`config.mk`:
```
export PLATFORM = sky130hd
export DESIGN_NAME = nnue_mac
export DESIGN_NICKNAME = d
export VERILOG_FILES = /design/src/design/nnue_accumulate_and_evaluate_assert.svh /design/src/design/nnue_pkg.sv /design/src/design/nnue_mac.sv
export SDC_FILE = /design/constraint.sdc
export NUM_CORES = 1
export LEC_CHECK = 0
export ABC_AREA = 0
export BUFFER_PORTS_ARGS = -buffer_cell sky130_fd_sc_hd__buf_2
export CORE_MARGIN = 3
export CORE_UTILIZATION = 33
export CTS_BUF_LIST = sky130_fd_sc_hd__clkbuf_4
export DETAILED_ROUTE_END_ITERATION = 7
export PLACE_DENSITY = 0.6
export SETUP_SLACK_MARGIN = 0.05
export SYNTH_ARGS = -nofsm -noshare
export SYNTH_HDL_FRONTEND = slang
export SYNTH_SLANG_ARGS = --single-unit
```
`constraint.sdc`:
```
create_clock -name clock -period 11.91 [get_ports clock]
set_input_delay 2.382 -clock clock [delete_from_list [all_inputs] [get_ports clock]]
set_output_delay 2.382 -clock clock [all_outputs]
set_load 0.01 [all_outputs]
```
`src/design/nnue_accumulate_and_evaluate_assert.svh`:
```
// Assertion macros for the neural evaluator.
`ifndef NNUE_ACCUMULATE_AND_EVALUATE_ASSERT_SVH
`define NNUE_ACCUMULATE_AND_EVALUATE_ASSERT_SVH
// Implication check, disabled in reset.
`define NNUE_ASSERT_IMP(label, clk, rst, lhs, rhs) \
   label: assert property (@(posedge clk) disable iff (rst) (lhs) |-> (rhs)) \
      else $error("assertion failed");
// Next-cycle implication check, disabled in reset.
`define NNUE_ASSERT_NXT(label, clk, rst, lhs, rhs) \
   label: assert property (@(posedge clk) disable iff (rst) (lhs) |=> (rhs)) \
      else $error("assertion failed");
`endif

```
`src/design/nnue_pkg.sv`:
```
// Shared types and constants of the neural evaluator.
package nnue_pkg;
   localparam int FEATURE_COUNT = 40960;
   localparam int ACC_WIDTH     = 64;
   localparam int HIDDEN_WIDTH  = 32;
   localparam int IN_WIDTH      = 2 * ACC_WIDTH;
   localparam int ACC_AW        = $clog2(ACC_WIDTH);
   localparam int HID_AW        = $clog2(HIDDEN_WIDTH);
   localparam int IN_AW         = $clog2(IN_WIDTH);
   localparam int FW_AW         = $clog2(FEATURE_COUNT * ACC_WIDTH);
   localparam int HW_AW         = $clog2(IN_WIDTH * HIDDEN_WIDTH);
   localparam int SUM_W         = 48;

   localparam logic signed [23:0] ACC_MAX = 24'sh7FFFFF;
   localparam logic signed [23:0] ACC_MIN = -24'sh800000;
   localparam logic [8:0] ONE_Q = 9'd256;

   typedef enum logic [2:0] {
      ACT_WRITE   = 3'd0,
      ACT_REFRESH = 3'd1,
      ACT_ADD     = 3'd2,
      ACT_REMOVE  = 3'd3,
      ACT_EVAL    = 3'd4
   } action_type;

   typedef enum logic [2:0] {
      TBL_FW = 3'd0,
      TBL_FB = 3'd1,
      TBL_HW = 3'd2,
      TBL_HB = 3'd3,
      TBL_OW = 3'd4,
      TBL_OB = 3'd5
   } table_type;

   // Multiply-accumulate unit control.
   typedef struct packed {
      logic                     clear;
      logic signed [SUM_W-1:0]  init;
      logic                     step;
      logic [8:0]               act;
      logic signed [15:0]       wgt;
   } mac_ctl_type;

   // Clamp to 0..256.
   function automatic logic [8:0] clamp_unit(input logic signed [SUM_W-1:0] v);
      logic [8:0] r;
      if (v < 0) r = 9'd0;
      else if (v > $signed({{(SUM_W-9){1'b0}}, ONE_Q})) r = ONE_Q;
      else r = v[8:0];
      return r;
   endfunction
endpackage

```
`src/design/nnue_mac.sv`:
```
// Shared multiply-accumulate unit: 9-bit activation times 16-bit weight.
module nnue_mac (
   input  logic                                clock,
   input  nnue_pkg::mac_ctl_type               ctl,
   output logic signed [nnue_pkg::SUM_W-1:0]   sum
);
   logic signed [nnue_pkg::SUM_W-1:0] sum_ff, sum_in;
   logic signed [25:0] prod;

   always_comb begin
      prod = $signed({1'b0, ctl.act}) * ctl.wgt;
      sum_in = sum_ff;
      if (ctl.clear) sum_in = ctl.init;
      else if (ctl.step) sum_in = sum_ff + {{(nnue_pkg::SUM_W-26){prod[25]}}, prod};
   end

   always_ff @(posedge clock) begin
      sum_ff <= sum_in;
   end

   assign sum = sum_ff;
endmodule

```
* After elaboration in Yosys (flattened, before gate mapping)
Cells that the tools add are included.
** Storage, ports and cells
- Output and inout port bits :: 48
- Register bits :: 48
** Operators by class
- Multiply operators :: 1
- Add/sub/neg operators :: 1
- Multiplexer cells :: 2
- Reduce and logical (&&, ||, !) cells :: 1
** Operators by type and width (number)
- 48-bit two-way mux :: 2
- 48-bit adder :: 1
- 10-bit by 16-bit multiplier with 26-bit output :: 1
- 2-bit nonzero test :: 1

* Logic depth before layout (Yosys ltp)
- Depth in word-level cells :: 4
- Gate-level depth with buffers :: 32
- Mapped depth without buffers :: 30

* Worst setup path after synthesis
No wires, ideal clock.
- Kind :: input port to flip-flop
- Start :: in ctl[17] (netlist bit)
- End :: reg sum_ff (netlist bit sum[47]), data pin
- Setup slack :: 1696 ps
- Arrival :: 9943 ps
- Required time :: 11639 ps
- Setup time :: 271 ps
- Cell stages on the path :: 30
- Cell sequence :: clkbuf_1 -> nand2_1 -> fa_1 -> inv_1 -> fa_1 -> fa_1 -> fa_1 -> inv_1 -> fa_1 -> inv_1 -> ha_1 -> a211oi_2 -> nor2_1 -> or3_1 -> o22a_2 -> a311o_1 -> a21o_1 -> a311oi_2 -> inv_1 -> ha_1 -> clkbuf_1 -> a21o_1 -> a21o_1 -> a211oi_1 -> o21ai_0 -> o211ai_1 -> and4b_1 -> o2111a_1 -> o311ai_1 -> o211ai_2
** Between the ends
- Longest elaborated chain between the ends :: 4
** Ends and longest elaborated chain
- from (decl) :: RTL line nnue_mac.sv:4 : input nnue_pkg::mac_ctl_type ctl,
- 10-bit by 16-bit multiplier with 26-bit output :: RTL line nnue_mac.sv:11 : prod = $signed({1'b0, ctl.act}) * ctl.wgt;
- 48-bit adder :: RTL line nnue_mac.sv:14 : else if (ctl.step) sum_in = sum_ff + {{(nnue_pkg::SUM_W-26){prod[25]}}, prod};
- 48-bit two-way mux :: RTL line nnue_mac.sv:14
- 48-bit two-way mux :: RTL line nnue_mac.sv:13 : if (ctl.clear) sum_in = ctl.init;
- named net sum_in, one bit :: RTL line nnue_mac.sv:7 : logic signed [nnue_pkg::SUM_W-1:0] sum_ff, sum_in;
- to (signal assigned) :: RTL line nnue_mac.sv:18 : sum_ff <= sum_in;
- to (decl) :: RTL line nnue_mac.sv:7
The timed path passes the listed nets, and every way through them passes these cells. The select of a mux whose other input is x is not followed.
A chain may end at the register's enable or synchronous reset.

* Final worst setup path
- Start :: in ctl[17] (netlist bit)
- End :: reg sum_ff (netlist bit sum[46]), data pin
The elaborated chain is that of the path after synthesis.

==> impl_metrics.env <==
export IMPL_cts_setup_buffers=0
export IMPL_finalHoldViolations=0
export IMPL_synth_edff_count=48
export IMPL_first_global_vias=8354
export IMPL_worstPathRequired_ns=12.09
export IMPL_drive_gt1_frac=0.121
export IMPL_drcViolationCount=0
export IMPL_tns_ns=0
export IMPL_ctsHoldBuffers=0
export IMPL_setup_worst_path_start_class="input pin"
export IMPL_cts_tree="done"
export IMPL_ctsResizeCount=0
export IMPL_drt_iter0_markers=434
export IMPL_drv_slew=0
export IMPL_drv_cap=0
export IMPL_layout_nets=1567
export IMPL_root_buffer="clkbuf_4"
export IMPL_status="finished clean"
export IMPL_core_area_sq_um=30000
export IMPL_layout_cells_most_common_list="181 x inv_1, 146 x nand2_1, 123 x fa_1, 123 x buf_2, 107 x ha_1"
export IMPL_cp_end_kind="flop"
export IMPL_use_met1=0.226
export IMPL_critical_path_max_stage_delay_ns=0.58
export IMPL_place_hpwl_mm=21.2
export IMPL_reg2reg_setup_slack_ns=8.23
export IMPL_reg2reg_from="sum[0]"
export IMPL_multi_input_area_sq_um=7840
export IMPL_endpoint="sum[46]"
export IMPL_gr_total_overflow=0
export IMPL_met3_usage=0.0230
export IMPL_r2r_end="sum[24]"
export IMPL_io_buffers=123
export IMPL_die_w_um=181
export IMPL_die_area_sq_um=32800
export IMPL_rows=63
export IMPL_synthMuxAreaShare=0.00656
export IMPL_clockBufferDepth=2
export IMPL_synth_top_family_by_area="adder cells"
export IMPL_clock_latency_ns=0.42
export IMPL_synth_avg_cell_area_sq_um=8.66
export IMPL_fin_crit_ns=10.62
export IMPL_cts_sinks=48
export IMPL_via_per_inst=4.99
export IMPL_yosys_warnings=0
export IMPL_skew_ns=0.0359
export IMPL_die_h_um=181
export IMPL_crit_type="in -> reg"
export IMPL_routedWlPerCell_um=15.6
export IMPL_syn_inst=1168
export IMPL_critical_path_arrival_ns=10.81
export IMPL_grt_total_usage=0.158
export IMPL_layout_commonest_cell="inv_1"
export IMPL_crit_top_cell="fa_1"
export IMPL_synth_compound_area_frac=0.175
export IMPL_htree_num_levels=2
export IMPL_slew_headroom=0.446
export IMPL_grt_util_met2=0.261
export IMPL_worst_pin_slew_ns=0.830
export IMPL_wl_mm=25.8
export IMPL_detail_route_first_pass_iterations=5
export IMPL_antenna_found_initial=1
export IMPL_start_util=0.338
export IMPL_regArea_sq_um=1440
export IMPL_grt_max_degree=62
export IMPL_syn2layout_area_growth_pct=10.4
export IMPL_synth_xor_area_share=0.0511
export IMPL_final_antenna_net_count=0
export IMPL_num_fill_cells=3143
export IMPL_postSynthNetCount=1474
export IMPL_fmax_mhz=94.1
export IMPL_async_reset_ff_frac=0
export IMPL_synth_top_flop_cell="edfxtp_1"
export IMPL_grt_pass1_wl_mm=43.0
export IMPL_rsz0062_at_grt="no"
export IMPL_gp_congestion=0.855
export IMPL_vias=8244
export IMPL_hold_class="reg -> reg"
export IMPL_cts_buffers=5
export IMPL_busiest_layer="met2"
export IMPL_synth_fa_ha_area_frac=0.376
export IMPL_synth_seq_area_share=0.143
export IMPL_path_clk_slew_ns=0.16
export IMPL_reg2regPathDepth=11
export IMPL_io_pins=124
export IMPL_cp_startpoint="ctl[17]"
export IMPL_netlist_area_sq_um=10100
export IMPL_synth_simple_area_share=0.167
export IMPL_largest_reg_flops=48
export IMPL_slowest_stage="fa_1"
export IMPL_synth_seq_cells=48
export IMPL_setup_viol=0
export IMPL_crit_fanout=23
export IMPL_period_share=0.892
export IMPL_synth_distinct_cells=68
how the worst min path moves through the flow:
stage          startpoint  endpoint  slack (ns)  cells after the start
6_report           sum[0]    sum[0]        0.75                      2
3_5_place_dp       sum[0]    sum[0]        0.72                      2
3_3_place_gp       sum[0]    sum[0]        0.70                      2
2_1_floorplan      sum[0]    sum[0]        0.75                      2
5_1_grt            sum[0]    sum[0]        0.79                      2
4_1_cts            sum[0]    sum[0]        0.76                      2
critical path, delay by kind of cell:
family	cells	cell delay [ns]
and+or+nand+nor	4	0.66
adders and majority gates	7	3.56
muxes	1	0.26
buffers and inverters	5	0.94
AOI/OAI and AO/OA	11	2.82
xor gates and xnor gates	1	0.15
cell usage after synthesis, types with 7 or more instances:
| library cell | n | area [sq um] |
|---|---|---|
| a21oi_1 | 60 | 300 |
| a21o_1 | 38 | 285 |
| nor2_1 | 29 | 109 |
| inv_1 | 181 | 679 |
| and2_1 | 73 | 457 |
| or3_1 | 9 | 56.3 |
| nand3_1 | 10 | 50.1 |
| xor2_1 | 18 | 158 |
| nand2_1 | 146 | 548 |
| edfxtp_1 | 48 | 1440 |
| nor2b_1 | 11 | 68.8 |
| o21a_1 | 16 | 120 |
| and3_1 | 11 | 68.8 |
| fa_1 | 123 | 2460 |
| o21bai_1 | 8 | 60.1 |
| o21ai_0 | 65 | 325 |
| o31ai_1 | 7 | 52.6 |
| a211oi_1 | 11 | 82.6 |
| clkbuf_1 | 38 | 143 |
| ha_1 | 107 | 1340 |
| nor3_1 | 21 | 105 |
| xnor2_1 | 41 | 359 |
per-layer routing:
metal / up-vias / share of wire
met4: 0 / 0.011
met5: - / 0
met3: 16 / 0.047
met1: 3943 / 0.47
met2: 183 / 0.47
li1: 4102 / -
logic make-up (layout without fill, tap and decap cells):
logic type      Yosys count  count (layout)
simple gates            341             341
compound gates          264             264
fa+ha+maj               230             230
buf+inv                 220             314
xor+xnor                 59              59
flops                    48              48
mux                       6               6
other cells               0               1
final cells by class:
| type | instances | area share |
|---|---|---|
| diodes | 1 | 0.000224 |
| clock buffers | 5 | 0.00336 |
| clock inverters | 3 | 0.00336 |
| inverters | 181 | 0.0609 |
| multi-input cells | 900 | 0.703 |
| flip-flops and latches | 48 | 0.129 |
| well taps | 390 | 0.0437 |
| repair buffers | 125 | 0.0565 |
metrics by stage:
stage          utilization  instance area, sq um  hold slack, ns  setup WS [ns]  std cells
2_1_floorplan            -                 10100           0.745           1.70       1168
6_report             0.373                 11200           0.746           1.29       1653
4_1_cts              0.372                 11200           0.757           1.30       1652
3_3_place_gp         0.370                 11100           0.702          0.985       1644
3_5_place_dp         0.370                 11100           0.716          0.857       1644
5_1_grt              0.373                 11200           0.790          0.794       1653
Power is not shown: default switching activity piles up to over one toggle a cycle in this logic, so the estimate is an artifact.
